## src/rtl/core/tlpjd_pkg.sv

```systemverilog
package tlpjd_pkg;

    // Default sizes
    localparam int DEF_QUEUE_DEPTH = 16;
    localparam int DEF_TICKET_BITS = 16;

    // Fixed field widths
    localparam int OUT_TICKET_W = 16;
    localparam int LIMIT_W      = 4;
    localparam int CFG_DATA_W   = 32;
    localparam int CFG_ADDR_W   = 3;

    localparam logic [LIMIT_W-1:0] LIMIT_RESET = 4'd2;

    // Register index, taken from paddr[2]
    localparam logic REG_REMOTE_LIMIT = 1'b0;
    localparam logic REG_LOCAL_LIMIT  = 1'b1;

    typedef enum logic [2:0] {
        OP_ENQUEUE    = 3'd0,
        OP_DISPATCH   = 3'd1,
        OP_COMPLETE   = 3'd2,
        OP_CANCEL     = 3'd3,
        OP_CANCEL_ALL = 3'd4
    } t_op;

    typedef enum logic [1:0] {
        ST_OK     = 2'd0,
        ST_FULL   = 2'd1,
        ST_NONE   = 2'd2,
        ST_ABSENT = 2'd3
    } t_status;

    // Controller to datapath
    typedef struct packed {
        logic    latch;
        logic    rd_en;
        logic    wr_up;
        logic    wr_down;
        logic    wr_new;
        logic    capture;
        logic    finish;
        t_status status;
    } t_dp_cmd;

    // Datapath to controller
    typedef struct packed {
        t_op  op;
        logic urgent;
        logic full;
        logic empty;
        logic rd_vld;
        logic hit;
        logic out_free;
    } t_dp_sts;

endpackage

```

## src/rtl/core/tlpjd_in_if.sv

```systemverilog
interface tlpjd_in_if;
    logic        valid;
    logic        ready;
    logic [2:0]  operation;
    logic        over_link;
    logic        urgent;
    logic [15:0] target_ticket;

    modport source (output valid, output operation, output over_link, output urgent,
                    output target_ticket, input ready);
    modport sink   (input valid, input operation, input over_link, input urgent,
                    input target_ticket, output ready);
endinterface

```

## src/rtl/core/tlpjd_out_if.sv

```systemverilog
interface tlpjd_out_if #(
    parameter int WAIT_W = 5
);
    logic              valid;
    logic              ready;
    logic [1:0]        status;
    logic [15:0]       ticket;
    logic              lane;
    logic              idle;
    logic [WAIT_W-1:0] waiting;

    modport source (output valid, output status, output ticket, output lane, output idle,
                    output waiting, input ready);
    modport sink   (input valid, input status, input ticket, input lane, input idle,
                    input waiting, output ready);
endinterface

```

## src/rtl/core/tlpjd_datapath.sv

```systemverilog
module tlpjd_datapath #(
    parameter int QUEUE_DEPTH = tlpjd_pkg::DEF_QUEUE_DEPTH,
    parameter int TICKET_BITS = tlpjd_pkg::DEF_TICKET_BITS
) (
    input  logic                                   i_clk,
    input  logic                                   i_rst_n,
    input  tlpjd_pkg::t_dp_cmd                     i_cmd,
    input  logic [$clog2(QUEUE_DEPTH)-1:0]         i_addr,
    output tlpjd_pkg::t_dp_sts                     o_sts,
    output logic [$clog2(QUEUE_DEPTH+1)-1:0]       o_wcount,
    output logic [$clog2(QUEUE_DEPTH+1)-1:0]       o_ucount,
    // job fields
    input  logic [2:0]                             i_operation,
    input  logic                                   i_over_link,
    input  logic                                   i_urgent,
    input  logic [15:0]                            i_target_ticket,
    // configuration
    input  logic                                   psel,
    input  logic                                   penable,
    input  logic                                   pwrite,
    input  logic [tlpjd_pkg::CFG_ADDR_W-1:0]       paddr,
    input  logic [tlpjd_pkg::CFG_DATA_W-1:0]       pwdata,
    output logic [tlpjd_pkg::CFG_DATA_W-1:0]       prdata,
    output logic                                   pready,
    // results
    tlpjd_out_if.source                            o_res
);

    localparam int AW = $clog2(QUEUE_DEPTH);
    localparam int CW = $clog2(QUEUE_DEPTH+1);
    localparam int EW = TICKET_BITS + 2;
    localparam int TW = tlpjd_pkg::OUT_TICKET_W;
    localparam int LW = tlpjd_pkg::LIMIT_W;

    // Queue storage: {ticket, remote, urgent}
    logic [EW-1:0] r_mem [QUEUE_DEPTH];
    logic [EW-1:0] r_rd_data;
    logic [AW-1:0] r_rd_addr_q;
    logic          r_rd_vld_q;

    logic [CW-1:0]          r_wcount, n_wcount;
    logic [CW-1:0]          r_ucount, n_ucount;
    logic [LW-1:0]          r_busy_remote, n_busy_remote;
    logic [LW-1:0]          r_busy_local, n_busy_local;
    logic [TICKET_BITS-1:0] r_next_ticket, n_next_ticket;
    logic [TICKET_BITS-1:0] tick_inc;
    logic [LW-1:0]          r_remote_limit;
    logic [LW-1:0]          r_local_limit;

    // Latched job
    tlpjd_pkg::t_op r_op;
    logic           r_over_link;
    logic           r_urgent;
    logic [15:0]    r_target;

    // Entry found by the scan
    logic [TICKET_BITS-1:0] r_hit_ticket;
    logic                   r_hit_remote;
    logic                   r_hit_urgent;

    // Result register
    logic              r_out_valid;
    logic [1:0]        r_out_status;
    logic [TW-1:0]     r_out_ticket;
    logic              r_out_lane;
    logic              r_out_idle;
    logic [CW-1:0]     r_out_waiting;

    logic                   wr_en;
    logic [AW-1:0]          wr_addr;
    logic [EW-1:0]          wr_data;
    logic [TICKET_BITS-1:0] rd_ticket;
    logic                   rd_remote;
    logic [TICKET_BITS+TW-1:0] rd_ticket_ext;
    logic [TICKET_BITS+TW-1:0] hit_ticket_ext;
    logic [TICKET_BITS+TW-1:0] new_ticket_ext;
    logic                   room;
    logic                   match;
    logic [TW-1:0]          n_out_ticket;
    logic                   n_out_lane;
    logic                   cfg_wr;

    // Unpack the entry read last cycle
    assign rd_ticket      = r_rd_data[EW-1:2];
    assign rd_remote      = r_rd_data[1];
    assign rd_ticket_ext  = {{TW{1'b0}}, rd_ticket};
    assign hit_ticket_ext = {{TW{1'b0}}, r_hit_ticket};
    assign new_ticket_ext = {{TW{1'b0}}, r_next_ticket};

    // Lane room and ticket compare for the scan
    assign room  = rd_remote ? (r_busy_remote < r_remote_limit)
                             : (r_busy_local < r_local_limit);
    assign match = (rd_ticket_ext[TW-1:0] == r_target);

    // Write port: shift moves reuse the registered read data
    assign wr_en   = i_cmd.wr_new | ((i_cmd.wr_up | i_cmd.wr_down) & r_rd_vld_q);
    assign wr_addr = i_cmd.wr_new ? i_addr
                   : (i_cmd.wr_up ? r_rd_addr_q + 1'b1 : r_rd_addr_q - 1'b1);
    assign wr_data = i_cmd.wr_new ? {r_next_ticket, r_over_link, r_urgent} : r_rd_data;

    always_ff @(posedge i_clk) begin
        if (wr_en) begin
            r_mem[wr_addr] <= wr_data;
        end
        if (i_cmd.rd_en) begin
            r_rd_data   <= r_mem[i_addr];
            r_rd_addr_q <= i_addr;
        end
    end

    // Status to the controller
    always_comb begin
        o_sts.op       = r_op;
        o_sts.urgent   = r_urgent;
        o_sts.full     = (r_wcount == CW'(QUEUE_DEPTH));
        o_sts.empty    = (r_wcount == '0);
        o_sts.rd_vld   = r_rd_vld_q;
        o_sts.hit      = r_rd_vld_q & (((r_op == tlpjd_pkg::OP_DISPATCH) & room) |
                                       ((r_op == tlpjd_pkg::OP_CANCEL) & match));
        o_sts.out_free = ~r_out_valid | o_res.ready;
    end
    assign o_wcount = r_wcount;
    assign o_ucount = r_ucount;

    // Next ticket wraps past zero to one
    assign tick_inc = r_next_ticket + 1'b1;

    // Counter updates when the operation finishes
    always_comb begin
        n_wcount      = r_wcount;
        n_ucount      = r_ucount;
        n_busy_remote = r_busy_remote;
        n_busy_local  = r_busy_local;
        n_next_ticket = r_next_ticket;
        n_out_ticket  = '0;
        n_out_lane    = 1'b0;
        unique case (r_op)
            tlpjd_pkg::OP_ENQUEUE: begin
                if (i_cmd.status == tlpjd_pkg::ST_OK) begin
                    n_wcount      = r_wcount + 1'b1;
                    n_ucount      = r_ucount + CW'(r_urgent);
                    n_next_ticket = (tick_inc == '0) ? TICKET_BITS'(1) : tick_inc;
                    n_out_ticket  = new_ticket_ext[TW-1:0];
                end
            end
            tlpjd_pkg::OP_DISPATCH: begin
                if (i_cmd.status == tlpjd_pkg::ST_OK) begin
                    n_wcount     = r_wcount - 1'b1;
                    n_ucount     = r_ucount - CW'(r_hit_urgent);
                    n_out_ticket = hit_ticket_ext[TW-1:0];
                    n_out_lane   = r_hit_remote;
                    if (r_hit_remote) begin
                        n_busy_remote = r_busy_remote + 1'b1;
                    end else begin
                        n_busy_local = r_busy_local + 1'b1;
                    end
                end
            end
            tlpjd_pkg::OP_COMPLETE: begin
                if (r_over_link) begin
                    if (r_busy_remote != '0) n_busy_remote = r_busy_remote - 1'b1;
                end else begin
                    if (r_busy_local != '0) n_busy_local = r_busy_local - 1'b1;
                end
            end
            tlpjd_pkg::OP_CANCEL: begin
                if (i_cmd.status == tlpjd_pkg::ST_OK) begin
                    n_wcount = r_wcount - 1'b1;
                    n_ucount = r_ucount - CW'(r_hit_urgent);
                end
            end
            tlpjd_pkg::OP_CANCEL_ALL: begin
                n_wcount = '0;
                n_ucount = '0;
            end
            default: begin
                // unused codes change nothing
            end
        endcase
    end

    // Latch the job, the scan hit and the result
    always_ff @(posedge i_clk) begin
        if (i_cmd.latch) begin
            r_op        <= tlpjd_pkg::t_op'(i_operation);
            r_over_link <= i_over_link;
            r_urgent    <= i_urgent;
            r_target    <= i_target_ticket;
        end
        if (i_cmd.capture) begin
            r_hit_ticket <= rd_ticket;
            r_hit_remote <= rd_remote;
            r_hit_urgent <= r_rd_data[0];
        end
        if (i_cmd.finish) begin
            r_out_status  <= i_cmd.status;
            r_out_ticket  <= n_out_ticket;
            r_out_lane    <= n_out_lane;
            r_out_idle    <= (n_wcount == '0) && (n_busy_remote == '0) &&
                             (n_busy_local == '0);
            r_out_waiting <= n_wcount;
        end
    end

    assign cfg_wr = psel & penable & pwrite;

    // Control state
    always_ff @(posedge i_clk) begin
        if (!i_rst_n) begin
            r_rd_vld_q     <= 1'b0;
            r_wcount       <= '0;
            r_ucount       <= '0;
            r_busy_remote  <= '0;
            r_busy_local   <= '0;
            r_next_ticket  <= TICKET_BITS'(1);
            r_remote_limit <= tlpjd_pkg::LIMIT_RESET;
            r_local_limit  <= tlpjd_pkg::LIMIT_RESET;
            r_out_valid    <= 1'b0;
        end else begin
            r_rd_vld_q <= i_cmd.rd_en;
            if (i_cmd.finish) begin
                r_wcount      <= n_wcount;
                r_ucount      <= n_ucount;
                r_busy_remote <= n_busy_remote;
                r_busy_local  <= n_busy_local;
                r_next_ticket <= n_next_ticket;
            end
            // write a limit
            if (cfg_wr) begin
                if (paddr[2] == tlpjd_pkg::REG_LOCAL_LIMIT) begin
                    r_local_limit <= pwdata[LW-1:0];
                end else begin
                    r_remote_limit <= pwdata[LW-1:0];
                end
            end
            // hold the result until its transfer
            if (i_cmd.finish) begin
                r_out_valid <= 1'b1;
            end else if (o_res.ready) begin
                r_out_valid <= 1'b0;
            end
        end
    end

    // Register read back
    assign prdata = (paddr[2] == tlpjd_pkg::REG_LOCAL_LIMIT)
                  ? {{(tlpjd_pkg::CFG_DATA_W-LW){1'b0}}, r_local_limit}
                  : {{(tlpjd_pkg::CFG_DATA_W-LW){1'b0}}, r_remote_limit};
    assign pready = 1'b1;

    assign o_res.valid   = r_out_valid;
    assign o_res.status  = r_out_status;
    assign o_res.ticket  = r_out_ticket;
    assign o_res.lane    = r_out_lane;
    assign o_res.idle    = r_out_idle;
    assign o_res.waiting = r_out_waiting;

endmodule

```

## src/rtl/core/tlpjd_ctrl.sv

```systemverilog
module tlpjd_ctrl #(
    parameter int QUEUE_DEPTH = tlpjd_pkg::DEF_QUEUE_DEPTH
) (
    input  logic                             i_clk,
    input  logic                             i_rst_n,
    input  logic                             i_in_valid,
    output logic                             o_in_ready,
    input  tlpjd_pkg::t_dp_sts               i_sts,
    input  logic [$clog2(QUEUE_DEPTH+1)-1:0] i_wcount,
    input  logic [$clog2(QUEUE_DEPTH+1)-1:0] i_ucount,
    output tlpjd_pkg::t_dp_cmd               o_cmd,
    output logic [$clog2(QUEUE_DEPTH)-1:0]   o_addr
);

    localparam int AW = $clog2(QUEUE_DEPTH);
    localparam int CW = $clog2(QUEUE_DEPTH+1);

    typedef enum logic [2:0] {
        S_IDLE,
        S_DECODE,
        S_ENQ_SHIFT,
        S_ENQ_WRITE,
        S_SCAN,
        S_REMOVE,
        S_FINISH
    } t_state;

    t_state              r_state, n_state;
    logic [CW-1:0]       r_idx, n_idx;
    logic [CW-1:0]       r_pos, n_pos;
    logic                r_drain, n_drain;
    tlpjd_pkg::t_status  r_status, n_status;
    logic [CW-1:0]       enq_pos;

    assign enq_pos = i_sts.urgent ? i_ucount : i_wcount;

    always_comb begin
        n_state  = r_state;
        n_idx    = r_idx;
        n_pos    = r_pos;
        n_drain  = r_drain;
        n_status = r_status;
        o_cmd    = '0;
        o_cmd.status = r_status;
        o_in_ready   = 1'b0;
        o_addr = (r_state == S_ENQ_WRITE) ? r_pos[AW-1:0] : r_idx[AW-1:0];
        unique case (r_state)
            S_IDLE: begin
                o_in_ready  = 1'b1;
                o_cmd.latch = i_in_valid;
                if (i_in_valid) n_state = S_DECODE;
            end
            S_DECODE: begin
                n_status = tlpjd_pkg::ST_OK;
                n_state  = S_FINISH;
                unique case (i_sts.op)
                    tlpjd_pkg::OP_ENQUEUE: begin
                        if (i_sts.full) begin
                            n_status = tlpjd_pkg::ST_FULL;
                        end else begin
                            n_pos   = enq_pos;
                            n_idx   = i_wcount - 1'b1;
                            n_drain = 1'b0;
                            n_state = (enq_pos == i_wcount) ? S_ENQ_WRITE : S_ENQ_SHIFT;
                        end
                    end
                    tlpjd_pkg::OP_DISPATCH, tlpjd_pkg::OP_CANCEL: begin
                        if (i_sts.empty) begin
                            n_status = (i_sts.op == tlpjd_pkg::OP_DISPATCH)
                                     ? tlpjd_pkg::ST_NONE : tlpjd_pkg::ST_ABSENT;
                        end else begin
                            n_idx   = '0;
                            n_state = S_SCAN;
                        end
                    end
                    default: begin
                        // complete, cancel all and unused codes finish at once
                    end
                endcase
            end
            S_ENQ_SHIFT: begin
                // read from the tail down, write each entry one place back
                o_cmd.wr_up = 1'b1;
                if (!r_drain) begin
                    o_cmd.rd_en = 1'b1;
                    if (r_idx == r_pos) begin
                        n_drain = 1'b1;
                    end else begin
                        n_idx = r_idx - 1'b1;
                    end
                end else begin
                    n_drain = 1'b0;
                    n_state = S_ENQ_WRITE;
                end
            end
            S_ENQ_WRITE: begin
                o_cmd.wr_new = 1'b1;
                n_status     = tlpjd_pkg::ST_OK;
                n_state      = S_FINISH;
            end
            S_SCAN: begin
                // one entry read per cycle, each checked in the following cycle
                if (r_idx < i_wcount) begin
                    o_cmd.rd_en = 1'b1;
                    n_idx       = r_idx + 1'b1;
                end
                if (i_sts.hit) begin
                    o_cmd.capture = 1'b1;
                    n_state       = S_REMOVE;
                end else if (i_sts.rd_vld && (r_idx == i_wcount)) begin
                    n_status = (i_sts.op == tlpjd_pkg::OP_DISPATCH)
                             ? tlpjd_pkg::ST_NONE : tlpjd_pkg::ST_ABSENT;
                    n_state  = S_FINISH;
                end
            end
            S_REMOVE: begin
                // close the gap: each later entry moves one place forward
                o_cmd.wr_down = 1'b1;
                if (r_idx < i_wcount) begin
                    o_cmd.rd_en = 1'b1;
                    n_idx       = r_idx + 1'b1;
                end
                if (!i_sts.rd_vld) begin
                    n_status = tlpjd_pkg::ST_OK;
                    n_state  = S_FINISH;
                end
            end
            S_FINISH: begin
                if (i_sts.out_free) begin
                    o_cmd.finish = 1'b1;
                    n_state      = S_IDLE;
                end
            end
            default: begin
                n_state = S_IDLE;
            end
        endcase
    end

    always_ff @(posedge i_clk) begin
        if (!i_rst_n) begin
            r_state  <= S_IDLE;
            r_idx    <= '0;
            r_pos    <= '0;
            r_drain  <= 1'b0;
            r_status <= tlpjd_pkg::ST_OK;
        end else begin
            r_state  <= n_state;
            r_idx    <= n_idx;
            r_pos    <= n_pos;
            r_drain  <= n_drain;
            r_status <= n_status;
        end
    end

endmodule

```

## src/rtl/core/two_lane_priority_job_dispatcher.sv

```systemverilog
// Steps from the input transfer to result valid: complete, cancel all, unused codes,
// enqueue on a full queue and dispatch or cancel on an empty queue go straight to finish;
// enqueue moves any entries behind its place back, then writes the new entry; dispatch
// and cancel scan the queue and, on a hit, close the gap before the result loads.
// One job at a time: input is ready again only after the result loads. Reset (synchronous,
// active low) empties the queue, clears busy counts, sets next ticket to 1 and both lane
// limits to 2; queue memory is not cleared.
module two_lane_priority_job_dispatcher #(
    parameter int QUEUE_DEPTH = tlpjd_pkg::DEF_QUEUE_DEPTH,
    parameter int TICKET_BITS = tlpjd_pkg::DEF_TICKET_BITS
) (
    input  logic                             i_clk,
    input  logic                             i_rst_n,
    tlpjd_in_if.sink                         i_job,
    tlpjd_out_if.source                      o_res,
    input  logic                             psel,
    input  logic                             penable,
    input  logic                             pwrite,
    input  logic [tlpjd_pkg::CFG_ADDR_W-1:0] paddr,
    input  logic [tlpjd_pkg::CFG_DATA_W-1:0] pwdata,
    output logic [tlpjd_pkg::CFG_DATA_W-1:0] prdata,
    output logic                             pready
);

    localparam int AW = $clog2(QUEUE_DEPTH);
    localparam int CW = $clog2(QUEUE_DEPTH+1);

    tlpjd_pkg::t_dp_cmd cmd;
    tlpjd_pkg::t_dp_sts sts;
    logic [AW-1:0]      addr;
    logic [CW-1:0]      wcount;
    logic [CW-1:0]      ucount;
    logic               in_ready;

    assign i_job.ready = in_ready;

    tlpjd_ctrl #(
        .QUEUE_DEPTH (QUEUE_DEPTH)
    ) u_ctrl (
        .i_clk      (i_clk),
        .i_rst_n    (i_rst_n),
        .i_in_valid (i_job.valid),
        .o_in_ready (in_ready),
        .i_sts      (sts),
        .i_wcount   (wcount),
        .i_ucount   (ucount),
        .o_cmd      (cmd),
        .o_addr     (addr)
    );

    tlpjd_datapath #(
        .QUEUE_DEPTH (QUEUE_DEPTH),
        .TICKET_BITS (TICKET_BITS)
    ) u_datapath (
        .i_clk           (i_clk),
        .i_rst_n         (i_rst_n),
        .i_cmd           (cmd),
        .i_addr          (addr),
        .o_sts           (sts),
        .o_wcount        (wcount),
        .o_ucount        (ucount),
        .i_operation     (i_job.operation),
        .i_over_link     (i_job.over_link),
        .i_urgent        (i_job.urgent),
        .i_target_ticket (i_job.target_ticket),
        .psel            (psel),
        .penable         (penable),
        .pwrite          (pwrite),
        .paddr           (paddr),
        .pwdata          (pwdata),
        .prdata          (prdata),
        .pready          (pready),
        .o_res           (o_res)
    );

endmodule

```

## src/flat_wrapper.sv

```systemverilog
// flat-port wrapper written by rule: the top's interface ports become plain ports
module two_lane_priority_job_dispatcher_flat 
#(
    parameter int QUEUE_DEPTH = tlpjd_pkg::DEF_QUEUE_DEPTH,
    parameter int TICKET_BITS = tlpjd_pkg::DEF_TICKET_BITS
)
  (i_clk, i_rst_n, psel, penable, pwrite, paddr, pwdata, prdata, pready, i_job_valid, i_job_operation, i_job_over_link, i_job_urgent, i_job_target_ticket, i_job_ready, o_res_valid, o_res_status, o_res_ticket, o_res_lane, o_res_idle, o_res_waiting, o_res_ready);
  tlpjd_in_if i_job_i ();
  tlpjd_out_if o_res_i ();
  input  logic i_clk;
  input  logic i_rst_n;
  input  logic psel;
  input  logic penable;
  input  logic pwrite;
  input  logic [tlpjd_pkg::CFG_ADDR_W-1:0] paddr;
  input  logic [tlpjd_pkg::CFG_DATA_W-1:0] pwdata;
  output logic [tlpjd_pkg::CFG_DATA_W-1:0] prdata;
  output logic pready;
  input wire logic [$bits(i_job_i.valid)-1:0] i_job_valid;
  input wire logic [$bits(i_job_i.operation)-1:0] i_job_operation;
  input wire logic [$bits(i_job_i.over_link)-1:0] i_job_over_link;
  input wire logic [$bits(i_job_i.urgent)-1:0] i_job_urgent;
  input wire logic [$bits(i_job_i.target_ticket)-1:0] i_job_target_ticket;
  output wire logic [$bits(i_job_i.ready)-1:0] i_job_ready;
  output wire logic [$bits(o_res_i.valid)-1:0] o_res_valid;
  output wire logic [$bits(o_res_i.status)-1:0] o_res_status;
  output wire logic [$bits(o_res_i.ticket)-1:0] o_res_ticket;
  output wire logic [$bits(o_res_i.lane)-1:0] o_res_lane;
  output wire logic [$bits(o_res_i.idle)-1:0] o_res_idle;
  output wire logic [$bits(o_res_i.waiting)-1:0] o_res_waiting;
  input wire logic [$bits(o_res_i.ready)-1:0] o_res_ready;
  assign i_job_i.valid = i_job_valid;
  assign i_job_i.operation = i_job_operation;
  assign i_job_i.over_link = i_job_over_link;
  assign i_job_i.urgent = i_job_urgent;
  assign i_job_i.target_ticket = i_job_target_ticket;
  assign i_job_ready = i_job_i.ready;
  assign o_res_valid = o_res_i.valid;
  assign o_res_status = o_res_i.status;
  assign o_res_ticket = o_res_i.ticket;
  assign o_res_lane = o_res_i.lane;
  assign o_res_idle = o_res_i.idle;
  assign o_res_waiting = o_res_i.waiting;
  assign o_res_i.ready = o_res_ready;
  two_lane_priority_job_dispatcher #(.QUEUE_DEPTH(QUEUE_DEPTH), .TICKET_BITS(TICKET_BITS)) u_core (.i_clk(i_clk), .i_rst_n(i_rst_n), .i_job(i_job_i), .o_res(o_res_i), .psel(psel), .penable(penable), .pwrite(pwrite), .paddr(paddr), .pwdata(pwdata), .prdata(prdata), .pready(pready));
endmodule
```

## config.mk

```make
export PLATFORM = sky130hd
export DESIGN_NAME = two_lane_priority_job_dispatcher_flat
export DESIGN_NICKNAME = d
export VERILOG_FILES = /design/src/rtl/core/tlpjd_pkg.sv /design/src/rtl/core/tlpjd_in_if.sv /design/src/rtl/core/tlpjd_out_if.sv /design/src/rtl/core/tlpjd_datapath.sv /design/src/rtl/core/tlpjd_ctrl.sv /design/src/rtl/core/two_lane_priority_job_dispatcher.sv /design/src/flat_wrapper.sv
export SDC_FILE = /design/constraint.sdc
export NUM_CORES = 1
export LEC_CHECK = 0
export BUFFER_PORTS_ARGS = -buffer_cell sky130_fd_sc_hd__buf_2
export CORE_MARGIN = 10
export CORE_UTILIZATION = 40
export CTS_BUF_LIST = sky130_fd_sc_hd__clkbuf_16
export CTS_CLUSTER_SIZE = 14
export DETAILED_ROUTE_END_ITERATION = 10
export PLACE_DENSITY = 0.53
export SETUP_SLACK_MARGIN = 0.15
export SYNTH_ARGS = -nofsm -noshare
export SYNTH_HDL_FRONTEND = slang
export SYNTH_SLANG_ARGS = --single-unit
```

## constraint.sdc

```tcl
create_clock -name i_clk -period 6.05 [get_ports i_clk]
set_clock_uncertainty 0.1 [all_clocks]
set_input_delay 0 -clock i_clk [delete_from_list [all_inputs] [get_ports i_clk]]
set_output_delay 0 -clock i_clk [all_outputs]
set_load 0.02 [all_outputs]
```

==> results.tsv <==
metric	value	unit
DRC viols	0	
top_reg_cell synth	edfxtp_1	
cell taking the most area after synthesis	edfxtp_1	
die height	239.5	um
Ys Warns	0	
fin crit share	66.55	%
Simple-Gate Fraction of Synth Area	12.27	%
status	complete, no violations	
Worst-Margin Slew	1.131	ns
vias	12440	
worst-path cell chain	or3b_1, ha_1, a21o_1, a21oi_1, xnor2_1, a21oi_1, nand2b_1, nor2_2, buf_4	
Critical Path Max Stage Delay	0.72	ns
CTS clk-pin slew, worst paths	0.06	ns
layout net count	1710	
initial core utilization	40.45	%
Post-Synth Adder-Cell Area	2.064	%
Layout area overhead	14.90	%
die width	239.5	um
largest net degree at the start of global routing	74	
diode count	0	
Max Slew Vio Count	0	
first-pass GRT wire length	76.52	mm
CP most frequent cell	a21oi_1	
H-tree levels	2	
CTS tree	yes	
IO Count	123	
Multi-input gate area	0.006182	mm^2
post-DP HPWL	31.35	mm
Yosys top cell area share	58.27	%
final hold slack	0.03630	ns
syn avg cell area	12.76	um^2
CP max FO	19	
sequential fraction of the synthesis area	64.50	%
CTS sink cnt	434	
synth unique cells	87	
global route overflow	0	
Post-Route WL	50.99	mm
CTS Root Cell	clkbuf_16	
crit path DAT	4.19	ns
Port Buffers	63	
initial antenna violation count	0	
Critical Path End Type	flip-flop	
largest family of logic cells by synthesized area	simple AND/OR/NAND/NOR gates	
core area	0.04765	mm^2
Post-Syn Area	0.01927	mm^2
total CTS buffers	47	
DR vias/cell	5.478	
Final Non-Filler Cells	2271	
HP Class	primary input to flip-flop	
commonest non-fill, non-tap cells in the layout	374 x edfxtp_1, 260 x nand2_1, 92 x mux2i_1	
Post-synth EDFFs	374	
VDD IR-drop max	0.2055	mV
wire per inst	22.45	um
CP Launch Type	flip-flop	
number of cell rows	80	
synth top area cells	edfxtp_1 58%, dfxtp_1 6.2%, nand2_1 5.1%	
leading cell type in the layout, fill and taps excluded	edfxtp_1	
Syn Inst Count	1511	
drt pass-1 iters	5	
final hold violations	0	
Clock Path Buffers	3	
CP Class	flip-flop to flip-flop	
xor/xnor share of the synthesized area	2.499	%
vias in the first global route	11990	
CP required	6.22	ns
share of cells above drive strength 1	13.10	%
Clock Latency Late Sink	0.59	ns
Rel. slew slack	24.50	%
crit path buf inv count	1	
Register Area	0.01243	mm^2
Max Clock Freq	248.4	MHz
Compound-Gate Fraction of Synth Area	9.211	%
drt initial violations	995	
Filler Cell Count	4270	
Die ar.	0.05737	mm^2
placed cells	2139	
MaxCap Viol Count	0	
mux cell area share after synthesis	5.187	%
fin crit period	4.026	ns
PwrDens	426.1	mW/mm^2
postcts setup bufs	0	
setup tns final	0	ns
Yosys reg bits	434	
RSZ-0062 raised after global routing	no	
Pleak	0.007567	uW
gr usage total	17.58	%
CP delay by family, top	simple AND/OR/NAND/NOR gates	
Final Setup Violations	0	
placer congestion estimate	0.7776	
Synth async-reset ratio	0	%
Slowest cell on crit path	dfxtp_1	
antenna-violating nets left	0	
-- path summary, 6_finish.rpt --
kind	startpoint	endpoint	slack (ns)	cells after the start
max	u_core.u_ctrl.r_state[1]$_SDFFE_PN0P_	u_core.u_datapath.r_mem[5][3]$_DFFE_PP_	2.02	9
min	i_job_operation[1]	u_core.u_datapath.r_op[1]$_DFFE_PP_	0.04	2
max reg2reg	u_core.u_ctrl.r_state[1]$_SDFFE_PN0P_	u_core.u_datapath.r_mem[5][3]$_DFFE_PP_	2.02	9
min reg2reg	u_core.u_datapath.r_rd_data[6]$_DFFE_PP_	u_core.u_datapath.r_hit_ticket[4]$_DFFE_PP_	0.40	0
-- per-layer routing --
metal	vias to the layer above	track usage, %	share of wire, %
met2	321	29.21	49
met5	-	0	0
met1	6234	23.34	44
li1	5815	-	-
met4	0	4.032	1.6
met3	70	3.356	5.4
-- cell usage after synthesis, drive strengths merged, types with 12 or more instances --
library cell / n
ha: 27
clkbuf: 40
o21ai: 39
and4: 18
nor2: 93
nand3: 20
dfxtp: 60
buf: 72
a32oi: 72
nor4: 12
nand4: 12
nand2: 262
a21oi: 41
edfxtp: 374
nor3: 25
mux2i: 94
xor2: 14
a22o: 17
inv: 43
xnor2: 41
-- flip-flops by register name, indices dropped and copies added (netlist names), 2 cells and up --
signal,flops
u_core.u_datapath.o_wcount,5
u_core.u_datapath.r_next_ticket,16
u_core.u_datapath.r_hit_ticket,16
u_core.u_datapath.r_busy_local,4
u_core.u_datapath.o_res.status,2
u_core.u_datapath.r_rd_addr_q,4
u_core.u_ctrl.r_status,2
u_core.u_datapath.r_rd_data,18
u_core.u_datapath.r_busy_remote,4
u_core.u_datapath.o_ucount,5
u_core.u_datapath.r_target,16
u_core.u_ctrl.r_pos,5
u_core.u_ctrl.r_state,3
u_core.u_datapath.o_res.waiting,5
u_core.u_datapath.o_res.ticket,16
u_core.u_ctrl.r_idx,5
u_core.u_datapath.r_local_limit,4
u_core.u_datapath.r_op,3
u_core.u_datapath.r_mem,288
u_core.u_datapath.r_remote_limit,4
-- area by class of cell --
| cell class | count | share of cell area, % |
|---|---|---|
| Sequential cell | 434 | 56.14 |
| Timing Repair Buffer | 142 | 4.599 |
| Clock buffer | 48 | 5.424 |
| Inverter | 43 | 0.7571 |
| Clock inverter | 40 | 1.695 |
| Multi-Input combinational cell | 949 | 27.92 |
| Tap cell | 615 | 3.475 |
-- worst reg2reg max path: stages, from the launching register on --
cell      delay (ns)
dfxtp_1         0.72
or3b_1          0.60
ha_1            0.36
a21o_1          0.17
a21oi_1         0.16
xnor2_1         0.09
a21oi_1         0.28
nand2b_1        0.24
nor2_2          0.63
buf_4           0.35
-- timing repair --
item                                   in CTS  in global routing
gates resized for setup                     0                  0
hold buffers                               44                  0
endpoints found under the hold margin      44                  0
-- power by group --
part,leakage (uW),switching [uW],internal [uW]
sequential,0.00387,276,3930
clock,0.000828,1210,1710
combinational,0.00287,1580,736
-- per-stage QoR --
step / setup WS (ns) / total power (uW) / area [um^2] / util [%]
finish: 2.024 / 9436 / 22150 / 46.48
detailed placement: 2.013 / 6565 / 20130 / 42.25
CTS: 1.987 / 9511 / 22150 / 46.48
global route: 1.796 / 9883 / 22150 / 46.48
floorplan: 2.653 / 5751 / 19380 / -
global placement: 2.052 / 6519 / 20130 / 42.25
-- cell families after synthesis --
group                      Yosys count
other                                2
muxes                               97
xor gates and xnor gates            55
DFF                                434
adders and majority gates           30
buffers and inverters              155
AOI/OAI and AO/OA                  242
and+or+nand+nor                    496
Power figures use the tool's default switching activity.
